--- src/sv/assert_macros.svh ---
// Assertion helpers shared by the RTL files.
`ifndef ASSERT_MACROS_SVH
`define ASSERT_MACROS_SVH
`ifndef NO_ASSERTIONS
// Property check, sampled on the rising clock, off while reset is high.
`define TPE_ASSERT(lbl, clk, rst, prop) \
   lbl: assert property (@(posedge clk) disable iff (rst) prop) \
      else $error("assertion failed");
// Condition that must never be seen on a clock edge outside reset.
`define TPE_ASSERT_NEVER(lbl, clk, rst, expr) \
   lbl: assert property (@(posedge clk) disable iff (rst) !(expr)) \
      else $error("forbidden condition seen");
`else
`define TPE_ASSERT(lbl, clk, rst, prop)
`define TPE_ASSERT_NEVER(lbl, clk, rst, expr)
`endif
`endif

--- src/sv/tpe_pkg.sv ---
package tpe_pkg;

   // Widths fixed by the field formats (sizes go up to 15, cells up to 64).
   localparam int SIZE_W      = 5;    // effective size 1..15
   localparam int NUM_W       = 10;   // size_x*size_y
   localparam int ADDR_W      = 14;   // flat coefficient read address
   localparam int ACC_W       = 40;   // Q20.20 accumulator
   localparam int COORD_W     = 32;   // Q16.16 coordinate
   localparam int DIFF_W      = 33;   // point minus center
   localparam int MAG_W       = 41;   // multiplicand magnitude
   localparam int PROD_W      = 57;   // partial product / rounded sum
   localparam int QUEUE_DEPTH = 4;
   localparam int QPTR_W      = 2;
   localparam int QCNT_W      = 3;

   typedef enum logic [2:0] {
      CSR_SIZE_X   = 3'd0,
      CSR_SIZE_Y   = 3'd1,
      CSR_CENTER_X = 3'd2,
      CSR_CENTER_Y = 3'd3,
      CSR_INV_H    = 3'd4
   } csr_index_type;

   typedef struct packed {
      logic [3:0]         size_x;
      logic [3:0]         size_y;
      logic signed [31:0] center_x;
      logic signed [31:0] center_y;
      logic [31:0]        inv_h;
   } cfg_type;

   // One queued transaction, already classified by the front end.
   typedef struct packed {
      logic                     is_eval;
      logic                     cell_err;
      logic [ADDR_W-1:0]        base;
      logic signed [DIFF_W-1:0] dx;
      logic signed [DIFF_W-1:0] dy;
      logic [11:0]              coef_addr;
      logic signed [31:0]       coef_value;
   } entry_type;

   typedef enum logic [2:0] {
      ST_IDLE,
      ST_FETCH,
      ST_LOAD,
      ST_MUL,
      ST_ADD,
      ST_DONE
   } state_type;

   typedef enum logic [1:0] {
      PH_NX,
      PH_NY,
      PH_ROW,
      PH_COL
   } phase_type;

   // Size register clamped to 1..max_size.
   function automatic logic [SIZE_W-1:0] eff_size(input logic [3:0] raw,
                                                  input logic [SIZE_W-1:0] max_size);
      logic [SIZE_W-1:0] v;
      v = {1'b0, raw};
      if (v == '0) begin
         v = SIZE_W'(1);
      end else if (v > max_size) begin
         v = max_size;
      end
      return v;
   endfunction

endpackage

--- src/sv/tpe_queue.sv ---
`include "assert_macros.svh"

module tpe_queue (
   input  logic                clock,
   input  logic                reset,
   input  logic                push,
   input  tpe_pkg::entry_type  wr_entry,
   output logic                full,
   input  logic                pop,
   output tpe_pkg::entry_type  rd_entry,
   output logic                empty
);

   tpe_pkg::entry_type             entries_ff [tpe_pkg::QUEUE_DEPTH];
   logic [tpe_pkg::QPTR_W-1:0]     wr_ptr_ff, wr_ptr_in;
   logic [tpe_pkg::QPTR_W-1:0]     rd_ptr_ff, rd_ptr_in;
   logic [tpe_pkg::QCNT_W-1:0]     count_ff, count_in;

   assign full     = count_ff == tpe_pkg::QCNT_W'(tpe_pkg::QUEUE_DEPTH);
   assign empty    = count_ff == '0;
   assign rd_entry = entries_ff[rd_ptr_ff];

   always_comb begin
      wr_ptr_in = push ? wr_ptr_ff + 1'b1 : wr_ptr_ff;
      rd_ptr_in = pop ? rd_ptr_ff + 1'b1 : rd_ptr_ff;
      count_in  = count_ff;
      if (push && !pop) begin
         count_in = count_ff + 1'b1;
      end else if (pop && !push) begin
         count_in = count_ff - 1'b1;
      end
   end

   always_ff @(posedge clock) begin
      if (reset) begin
         wr_ptr_ff <= '0;
         rd_ptr_ff <= '0;
         count_ff  <= '0;
      end else begin
         wr_ptr_ff <= wr_ptr_in;
         rd_ptr_ff <= rd_ptr_in;
         count_ff  <= count_in;
      end
   end

   always_ff @(posedge clock) begin
      if (push) begin
         entries_ff[wr_ptr_ff] <= wr_entry;
      end
   end

   `TPE_ASSERT(a_count_tracks_push, clock, reset, (push && !pop) |=> (count_ff == $past(count_ff) + 1'b1))
   `TPE_ASSERT_NEVER(a_no_pop_empty, clock, reset, pop && empty)

endmodule

--- config.mk ---
export PLATFORM = sky130hd
export DESIGN_NAME = tpe_queue
export DESIGN_NICKNAME = d
export VERILOG_FILES = /design/src/sv/tpe_pkg.sv /design/src/sv/tpe_queue.sv
export VERILOG_INCLUDE_DIRS = /design/src /design/src/sv
export SDC_FILE = /design/constraint.sdc
export NUM_CORES = 1
export LEC_CHECK = 0
export ABC_CLOCK_PERIOD_IN_PS = 5300
export BUFFER_PORTS_ARGS = -buffer_cell sky130_fd_sc_hd__buf_2
export CORE_AREA = 2 2 231 233
export CTS_CLUSTER_SIZE = 12
export DETAILED_ROUTE_END_ITERATION = 6
export DIE_AREA = 0 0 233 235
export HOLD_SLACK_MARGIN = 0.05
export PLACE_DENSITY_LB_ADDON = 0.25
export SYNTH_ARGS = -nofsm -noshare
export SYNTH_HDL_FRONTEND = slang
export SYNTH_SLANG_ARGS = --single-unit
--- constraint.sdc ---
create_clock -name clock -period 5.3 [get_ports clock]
set_clock_uncertainty 0.2 [all_clocks]
set_input_delay 1.06 -clock clock [delete_from_list [all_inputs] [get_ports clock]]
set_output_delay 1.06 -clock clock [all_outputs]
set_load 0.05 [all_outputs]
==> out/summary.json <==
{
  "tns_ns": 0,
  "finalCriticalPeriod_ns": 3.972,
  "standby_leakage_power_nw": 7.405,
  "global_route_usage_over_all_layers": 0.1316,
  "max_cap_viol_count": 0,
  "grt_pass1_wl_mm": 54.17,
  "yosys-mux-area-fraction": 0.1538,
  "ctsResizeCount": 0,
  "synth_sequential_area_ratio": 0.8244,
  "final-instance-count-excl-fill": 1731,
  "min_period_over_period": 0.7494,
  "final_cell_mix": "504 x sky130_fd_sc_hd__edfxtp_1, 257 x sky130_fd_sc_hd__buf_2, 126 x sky130_fd_sc_hd__mux4_2",
  "placementRows": 84,
  "timing.critical_path.from_type": "flip-flop",
  "postSynthCellCount": 702,
  "cts.sink_count": 513,
  "yosys_warnings": 0,
  "synth_fp_nets": 838,
  "floorplan.initialDensity": 0.3556,
  "netlist-cell-type-count": 21,
  "drc": 0,
  "core_area_mm2": 0.05224,
  "syn_area_per_cell_um2": 26.46,
  "detail_route.vias_per_cell": 4.745,
  "tightestPinTransition_ns": 0.8450,
  "maxSlewHeadroom": 0.4366,
  "floorplan.die.width_um": 233,
  "hold_viol_final": 0,
  "place_hpwl_mm": 21.14,
  "use_met2": 0.2053,
  "post-cts-setup-buffers": 0,
  "total_number_of_h_tree_levels": 2,
  "rsz_0062_raised_after_global_routing": "false",
  "synth-adder-area-share": 0.004445,
  "gr-max-usage-layer": "met2",
  "post_synth_xor_area_fraction": 0.002357,
  "grt_max_degree": 64,
  "mostFrequentLayoutCell": "sky130_fd_sc_hd__edfxtp_1",
  "grt_pass1_vias": 8703,
  "power_density_mw_per_mm2": 421.4,
  "post_drt_wl_per_cell_um": 20.69,
  "hold_class": "flip-flop to flip-flop",
  "cts_tree": "done",
  "port_buffers": 257,
  "design_power_total_w": 0.009420,
  "globalRouteOverflowTotal": 0,
  "path_class": "flip-flop to output port",
  "main_combinational_cell_family_by_area_after_synthesis": "multiplexers",
  "area_growth_syn_to_layout_pct": 20.33,
  "die-area_mm2": 0.05476,
  "synth-seq-cells": 513,
  "cts_root_buffer": "sky130_fd_sc_hd__clkbuf_16",
  "ctsLongestPathBuffers": 3,
  "crit_arrival_ns": 2.71,
  "postRouteAntennaNets": 0,
  "crit_path_capture_type": "output port",
  "run_status": "finished clean",
  "fmaxAchievable_mhz": 251.8,
  "drt-pass1-iter-count": 4,
  "cts.reportedPaths.clkPinSlew_ns": 0.05,
  "die_h_um": 235,
  "crit_fanout": 36,
  "synth_compound_area_frac": 0.0005388,
  "grt.met3_usage": 0.04818,
  "insertion_delay_ns": 0.57,
  "cts_hold_repair.buffers": 0,
  "share_of_final_layout_standard_cells_stronger_than_drive_strength_1": 0.4509,
  "design.portCount": 258,
  "final_net_count": 1137,
  "wirelength_mm": 35.82,
  "vdd_ir_drop_max_v": 0.0002844,
  "setup_viol": 0,
  "timing_max_transition_violations_final": 0,
  "place_inst": 1634,
  "initial_antenna_violation_count": 6,
  "vias": 8213,
  "cts_buffers": 53,
  "initial_drc_count": 551,
  "grtUsageMet1": 0.1750,
  "required_ns": 4.04,
  "synth-simple-area-share": 0.003974,
  "place_congestion": 0.6626,
  "netlist_area_mm2": 0.01858
}
cells by family after synthesis:
kind of cell | after synthesis
XOR/XNOR | 5
adder cells (fa/ha/maj) | 6
flip-flops | 513
multiplexers | 128
AND/OR/NAND/NOR | 15
AO/OA/AOI/OAI | 2
buffers and inverters | 33
worst paths after layout:
| check | from | to | slack [ns] | depth (start not counted) |
|---|---|---|---|---|
| min reg2reg | count_ff[2]$_SDFFE_PP0P_ | count_ff[2]$_SDFFE_PP0P_ | 0.30 | 2 |
| max reg2reg | wr_ptr_ff[1]$_SDFFE_PP0P_ | entries_ff[1][99]$_DFFE_PP_ | 3.00 | 4 |
| min | count_ff[2]$_SDFFE_PP0P_ | count_ff[2]$_SDFFE_PP0P_ | 0.30 | 2 |
| max | flip-flop | rd_entry[121] | 1.33 | 3 |
layer usage:
metal	up-vias	share of wire
met4	8	0.020
met3	68	0.079
li1	3625	-
met2	209	0.48
met1	4303	0.42
met5	-	0.0015
layout make-up:
cell class,instances,area (µm²)
Antenna cell,5,12.51
Clock buffer,78,1460
Sequential cell,513,15320
Clock inverter,14,110.1
Fill cell,4468,29880
Multi-Input combinational cell,156,3078
Tap cell,688,860.8
Inverter,4,15.01
Timing Repair Buffer,273,1494
flip-flops by register name, indices dropped and copies added (netlist names), named ones only:
signal and flops:
count_ff 3, wr_ptr_ff 2, entries_ff 504, rd_ptr_ff 2
report_power, final:
part           total (W)  switching (W)  internal, W
clock            0.00340        0.00142      0.00198
sequential       0.00473      0.0000700      0.00466
combinational    0.00129       0.000901     0.000386
total            0.00942        0.00239      0.00703
cell usage after synthesis:
| cell type | count | area, µm² |
|---|---|---|
| sky130_fd_sc_hd__and2_1 | 4 | 25.02 |
| sky130_fd_sc_hd__clkbuf_1 | 7 | 26.28 |
| sky130_fd_sc_hd__buf_4 | 2 | 15.01 |
| sky130_fd_sc_hd__nor3_1 | 1 | 5.000 |
| sky130_fd_sc_hd__mux4_2 | 126 | 2838 |
| sky130_fd_sc_hd__xnor2_1 | 2 | 17.52 |
| sky130_fd_sc_hd__or3_1 | 1 | 6.260 |
| sky130_fd_sc_hd__xor2_1 | 3 | 26.28 |
| sky130_fd_sc_hd__fa_1 | 1 | 20.02 |
| sky130_fd_sc_hd__inv_1 | 4 | 15.01 |
| sky130_fd_sc_hd__ha_1 | 5 | 62.56 |
| sky130_fd_sc_hd__a21oi_1 | 1 | 5.000 |
| sky130_fd_sc_hd__nor3b_1 | 1 | 7.510 |
| sky130_fd_sc_hd__buf_2 | 14 | 70.07 |
| sky130_fd_sc_hd__nor2_1 | 7 | 26.28 |
| sky130_fd_sc_hd__nand2_1 | 1 | 3.750 |
| sky130_fd_sc_hd__o21ai_0 | 1 | 5.000 |
| sky130_fd_sc_hd__mux2i_1 | 2 | 20.02 |
| sky130_fd_sc_hd__dfxtp_1 | 9 | 180.2 |
| sky130_fd_sc_hd__edfxtp_1 | 504 | 15130 |
| sky130_fd_sc_hd__buf_6 | 6 | 67.56 |
critical path, stage by stage, from the launching register on:
cell	delay, ns
sky130_fd_sc_hd__dfxtp_4	0.90
sky130_fd_sc_hd__buf_12	0.35
sky130_fd_sc_hd__mux4_2	0.59
sky130_fd_sc_hd__buf_2	0.24
metrics by stage:
stage	hold slack [ns]	setup slack, ns	area, µm²	utilization
after floorplan	0.2663	0.6521	18580	-
final	0.2989	1.328	22350	0.4279
after detailed placement	0.2960	1.835	20770	0.3976
after global placement	0.2811	1.850	20770	0.3976
after CTS	0.3027	1.200	22340	0.4277
after global routing	0.3420	1.098	22340	0.4277
Power figures use the tool's default switching activity.
