<file path="src/sv/assert_macros.svh">
// Assertion helpers shared by the RTL files.
`ifndef ASSERT_MACROS_SVH
`define ASSERT_MACROS_SVH
`ifndef NO_ASSERTIONS
// Property check, sampled on the rising clock, off while reset is high.
`define TPE_ASSERT(lbl, clk, rst, prop) \
   lbl: assert property (@(posedge clk) disable iff (rst) prop) \
      else $error("assertion failed");
// Condition that must never be seen on a clock edge outside reset.
`define TPE_ASSERT_NEVER(lbl, clk, rst, expr) \
   lbl: assert property (@(posedge clk) disable iff (rst) !(expr)) \
      else $error("forbidden condition seen");
`else
`define TPE_ASSERT(lbl, clk, rst, prop)
`define TPE_ASSERT_NEVER(lbl, clk, rst, expr)
`endif
`endif

</file>
<file path="src/sv/tpe_pkg.sv">
package tpe_pkg;

   // Widths fixed by the field formats (sizes go up to 15, cells up to 64).
   localparam int SIZE_W      = 5;    // effective size 1..15
   localparam int NUM_W       = 10;   // size_x*size_y
   localparam int ADDR_W      = 14;   // flat coefficient read address
   localparam int ACC_W       = 40;   // Q20.20 accumulator
   localparam int COORD_W     = 32;   // Q16.16 coordinate
   localparam int DIFF_W      = 33;   // point minus center
   localparam int MAG_W       = 41;   // multiplicand magnitude
   localparam int PROD_W      = 57;   // partial product / rounded sum
   localparam int QUEUE_DEPTH = 4;
   localparam int QPTR_W      = 2;
   localparam int QCNT_W      = 3;

   typedef enum logic [2:0] {
      CSR_SIZE_X   = 3'd0,
      CSR_SIZE_Y   = 3'd1,
      CSR_CENTER_X = 3'd2,
      CSR_CENTER_Y = 3'd3,
      CSR_INV_H    = 3'd4
   } csr_index_type;

   typedef struct packed {
      logic [3:0]         size_x;
      logic [3:0]         size_y;
      logic signed [31:0] center_x;
      logic signed [31:0] center_y;
      logic [31:0]        inv_h;
   } cfg_type;

   // One queued transaction, already classified by the front end.
   typedef struct packed {
      logic                     is_eval;
      logic                     cell_err;
      logic [ADDR_W-1:0]        base;
      logic signed [DIFF_W-1:0] dx;
      logic signed [DIFF_W-1:0] dy;
      logic [11:0]              coef_addr;
      logic signed [31:0]       coef_value;
   } entry_type;

   typedef enum logic [2:0] {
      ST_IDLE,
      ST_FETCH,
      ST_LOAD,
      ST_MUL,
      ST_ADD,
      ST_DONE
   } state_type;

   typedef enum logic [1:0] {
      PH_NX,
      PH_NY,
      PH_ROW,
      PH_COL
   } phase_type;

   // Size register clamped to 1..max_size.
   function automatic logic [SIZE_W-1:0] eff_size(input logic [3:0] raw,
                                                  input logic [SIZE_W-1:0] max_size);
      logic [SIZE_W-1:0] v;
      v = {1'b0, raw};
      if (v == '0) begin
         v = SIZE_W'(1);
      end else if (v > max_size) begin
         v = max_size;
      end
      return v;
   endfunction

endpackage

</file>
<file path="src/sv/tpe_if.sv">
interface tpe_req_if;
   logic               valid;
   logic               ready;
   logic               func;
   logic [11:0]        coef_addr;
   logic signed [31:0] coef_value;
   logic signed [31:0] point_x;
   logic signed [31:0] point_y;
   logic [5:0]         cell_index;

   modport source (output valid, func, coef_addr, coef_value, point_x, point_y,
                   cell_index, input ready);
   modport sink (input valid, func, coef_addr, coef_value, point_x, point_y,
                 cell_index, output ready);
endinterface


</file>
<file path="src/sv/tpe_front.sv">
module tpe_front #(
   parameter int MAX_SIZE = 8
) (
   tpe_req_if.sink              req,
   input  tpe_pkg::cfg_type     cfg,
   input  logic                 q_full,
   output logic                 q_push,
   output tpe_pkg::entry_type   q_entry
);

   logic [tpe_pkg::SIZE_W-1:0] sx;
   logic [tpe_pkg::SIZE_W-1:0] sy;
   logic [tpe_pkg::NUM_W-1:0]  n;
   logic [15:0]                base_full;

   assign sx = tpe_pkg::eff_size(cfg.size_x, tpe_pkg::SIZE_W'(MAX_SIZE));
   assign sy = tpe_pkg::eff_size(cfg.size_y, tpe_pkg::SIZE_W'(MAX_SIZE));
   assign n  = tpe_pkg::NUM_W'(sx) * tpe_pkg::NUM_W'(sy);

   // cell_index < 64, so base fits the read address when the cell is good
   assign base_full = 16'(req.cell_index) * 16'(n);

   assign req.ready = !q_full;
   assign q_push    = req.valid && !q_full;

   always_comb begin
      q_entry.is_eval    = req.func;
      q_entry.cell_err   = tpe_pkg::NUM_W'(req.cell_index) >= n;
      q_entry.base       = base_full[tpe_pkg::ADDR_W-1:0];
      q_entry.dx         = {req.point_x[31], req.point_x} - {cfg.center_x[31], cfg.center_x};
      q_entry.dy         = {req.point_y[31], req.point_y} - {cfg.center_y[31], cfg.center_y};
      q_entry.coef_addr  = req.coef_addr;
      q_entry.coef_value = req.coef_value;
   end

endmodule

</file>
<file path="src/flat_wrapper.sv">
// flat-port wrapper written by rule: the top's interface ports become plain ports
module tpe_front_flat 
#(
   parameter int MAX_SIZE = 8
)
  (cfg, q_full, q_push, q_entry, req_valid, req_func, req_coef_addr, req_coef_value, req_point_x, req_point_y, req_cell_index, req_ready);
  tpe_req_if req_i ();
  input  tpe_pkg::cfg_type cfg;
  input  logic q_full;
  output logic q_push;
  output tpe_pkg::entry_type q_entry;
  input wire logic [$bits(req_i.valid)-1:0] req_valid;
  input wire logic [$bits(req_i.func)-1:0] req_func;
  input wire logic [$bits(req_i.coef_addr)-1:0] req_coef_addr;
  input wire logic [$bits(req_i.coef_value)-1:0] req_coef_value;
  input wire logic [$bits(req_i.point_x)-1:0] req_point_x;
  input wire logic [$bits(req_i.point_y)-1:0] req_point_y;
  input wire logic [$bits(req_i.cell_index)-1:0] req_cell_index;
  output wire logic [$bits(req_i.ready)-1:0] req_ready;
  assign req_i.valid = req_valid;
  assign req_i.func = req_func;
  assign req_i.coef_addr = req_coef_addr;
  assign req_i.coef_value = req_coef_value;
  assign req_i.point_x = req_point_x;
  assign req_i.point_y = req_point_y;
  assign req_i.cell_index = req_cell_index;
  assign req_ready = req_i.ready;
  tpe_front #(.MAX_SIZE(MAX_SIZE)) u_core (.req(req_i), .cfg(cfg), .q_full(q_full), .q_push(q_push), .q_entry(q_entry));
endmodule
</file>
<file path="config.mk">
export PLATFORM = sky130hd
export DESIGN_NAME = tpe_front_flat
export DESIGN_NICKNAME = d
export VERILOG_FILES = /design/src/sv/assert_macros.svh /design/src/sv/tpe_pkg.sv /design/src/sv/tpe_if.sv /design/src/sv/tpe_front.sv /design/src/flat_wrapper.sv
export SDC_FILE = /design/constraint.sdc
export NUM_CORES = 1
export LEC_CHECK = 0
export BUFFER_PORTS_ARGS = -buffer_cell sky130_fd_sc_hd__buf_2
export CAP_MARGIN = 20
export CORE_AREA = 2 2 135 137
export DETAILED_ROUTE_END_ITERATION = 12
export DIE_AREA = 0 0 137 139
export PLACE_DENSITY = 0.69
export SYNTH_ARGS = -nofsm -noshare
export SYNTH_HDL_FRONTEND = slang
export SYNTH_SLANG_ARGS = --single-unit
export TNS_END_PERCENT = 50
</file>
<file path="constraint.sdc">
create_clock -name vclk -period 6.9
set_input_delay 0.345 -clock vclk [all_inputs]
set_output_delay 0.345 -clock vclk [all_outputs]
set_load 0.03 [all_outputs]
</file>
==> results.py <==
metrics = {
    "pwr": {
        "ir_worst_vdd_uv": 107,
        "finalPower_mw": 0.925,
        "powerDensity_nw_per_um2": 128,
        "p_leak_nw": 4.07,
    },
    "finish": {
        "ff_latch_area_um2": 0,
        "syn_to_final_growth_pct": 17.4,
        "drive_gt1_frac": 0.246,
        "fillers": 1874,
        "multi_input_area_um2": 5270,
        "fin_util": 0.409,
        "nFlopsAndLatches": 0,
        "layout.nets": 1392,
        "nClkBuffers": 0,
    },
    "sta": {
        "finalCritPeriodShare": 0.947,
        "tightest_slew_ns": 0.479,
        "rsz0062_at_grt": "false",
        "fin_ws_ns": 0.365,
        "setup_viol_count_final": 0,
        "finalHoldViolCount": 0,
        "final.min_clock_period_ns": 6.54,
        "finalMaxSlewViolations": 0,
        "fmax_mhz": 153,
        "slew_headroom": 0.676,
        "fin_setup_tns_ns": 0,
    },
    "floorplanning": {
        "die_y_um": 139,
        "core_um2": 17700,
        "die_area_um2": 19000,
        "initial_utilization": 0.348,
        "die_w_um": 137,
        "num_rows": 49,
        "pin_count": 349,
    },
    "synthesis": {
        "synth_top_family_by_area": "adder cells",
        "synth_area_per_cell_um2": 7.22,
        "netlist_top_cells_area": "ha_1, fa_1, inv_1",
        "synth-warning-count": 0,
        "synthCells": 852,
        "yosys.area_share.xor_xnor": 0.103,
        "synth_most_common_cell": "inv_1",
        "synth_top_cells_by_count": "inv_1, ha_1, a21oi_1",
        "ys_types": 55,
        "synthAdderAreaFrac": 0.347,
        "synth_compound_area_frac": 0.225,
        "yosysSeqAreaShare": 0,
        "yosys.area_share.simple": 0.172,
        "synth_area_leader_cell": "ha_1",
        "synthMuxAreaShare": 0.00183,
        "synth_top_area_share": 0.236,
        "syn_area_um2": 6150,
        "synthesis.nets": 1223,
    },
    "grt": {
        "overflow": 0,
        "grt_first_pass_wirelength_um": 25700,
        "grt_max_degree": 11,
        "grt_pass1_vias": 5756,
        "grtUsageTotal": 0.158,
        "grt_antenna_before_repair": 2,
    },
    "drt": {
        "ant_nets": 0,
        "drt-vias-per-instance": 4.92,
        "drc": 0,
        "via_count": 6141,
        "drt_first_pass_iters": 4,
        "wl_per_cell_um": 12.8,
        "drtIter0Drc": 236,
        "drt-total-wl_um": 16000,
    },
    "outcome": {
        "status": "finished, final reports clean",
    },
    "place": {
        "port_buffers": 227,
        "routabilityCongestion": 0.874,
        "dp_worst_setup_slack_ns": 0.191,
        "dp_hpwl_um": 14100,
    },
    "critical_path": {
        "worstSetupPathType": "input port to primary output",
        "critical_path_required_ns": 6.55,
        "cp-start-kind": "input port",
        "cp_data_arrival_time_ns": 6.19,
        "crit_path_end_kind": "primary output",
        "crit_fanout": 6,
    },
    "min_path": {
        "hp-class": "input port to primary output",
    },
    "flow_run": {
        "drv_cap": 0,
    },
}
[per-layer routing]
metal  up-vias  wire [um]  track usage
li1       3149          -            -
met1      2835       6950        0.204
met2       150       7950        0.287
met3         5       1020       0.0267
met4         2         21      0.00597
met5         -         13            0
[worst max-delay path, cell delays in order]
cell,delay (ns)
buf_2,0.11
inv_2,0.09
nand2_1,0.11
nor2_1,0.12
ha_1,0.23
ha_1,0.32
fa_1,0.53
fa_1,0.50
a21oi_1,0.16
nor2_1,0.05
nor2_1,0.15
xnor2_1,0.11
buf_4,0.16
and2_1,0.17
fa_1,0.50
inv_1,0.05
fa_1,0.46
fa_1,0.54
inv_1,0.04
ha_1,0.34
a21oi_2,0.20
o21bai_1,0.10
a21oi_2,0.21
o21bai_1,0.08
a21oi_1,0.17
xnor2_1,0.13
buf_2,0.22
[what timing repair did]
| item | CTS | global route |
|---|---|---|
| endpoints found under the setup margin | 0 | 3 |
| hold buffers | 0 | 0 |
| gates resized for setup | 0 | 14 |
| hold endpoints to repair | 0 | 0 |
| buffers inserted | 0 | 0 |
[path summary, 6_finish.rpt]
kind,cells after the start,slack (ns),to,start
hold / removal,0,0.69,q_entry[10],req_coef_value[10]
setup / recovery,27,0.36,q_entry[122],cfg[103]
[area by class of cell]
| cell class | count | share of cell area |
|---|---|---|
| Tap cell | 229 | 0.0397 |
| Antenna cell | 1 | 0.000346 |
| Timing Repair Buffer | 232 | 0.162 |
| Inverter | 132 | 0.0686 |
| Multi-Input combinational cell | 655 | 0.729 |
[through the flow]
step | cells | area [um2] | hold WS (ns)
after global routing | 1248 | 7220 | 0.690
after global placement | 1248 | 7170 | 0.690
final | 1249 | 7220 | 0.690
after floorplan | 852 | 6150 | 0.800
after CTS | 1248 | 7170 | 0.690
after detailed placement | 1248 | 7170 | 0.690
[cell usage in the layout, fill, tap and decap left out, types with 2 or more instances in the layout]
cell and count:
o21bai_1 24, xnor2_2 2, nand2b_1 7, a21boi_0 4
a211oi_1 4, o2111ai_1 2, ha_1 116, nor3_1 7
o41a_1 2, fa_1 34, nand2_1 55, o21ai_0 29
xor2_1 21, a21oi_1 63, o21ai_1 9, a31oi_1 2
buf_4 5, and2_1 34, buf_2 227, o31a_1 2
a22oi_1 2, a21o_1 29, a41oi_1 2, o211ai_1 3
or3_1 3, o21a_1 9, a221oi_1 2, inv_1 130
and3_1 3, inv_2 2, xnor2_1 48, a211o_1 3
a21oi_2 8, nand4_1 11, nor2b_1 13, nor2_1 62
nand3_1 18, nor4_1 4
[report_power, final]
part / internal [mW] / switching (mW) / leakage, nW
clock network: 0.0000000194 / 0 / 0.00000634
registers: 0 / 0 / 0
logic: 0.332 / 0.593 / 4.07
[cells by family (layout without fill, tap and decap cells)]
kind of cell | count (synthesis) | count (layout)
muxes | 1 | 1
and+or+nand+nor | 220 | 220
other | 0 | 1
xor gates and xnor gates | 72 | 72
buffers and inverters | 197 | 364
adders and majority gates | 150 | 150
AOI/OAI and AO/OA | 212 | 212
(Power assumes the default switching activity.)
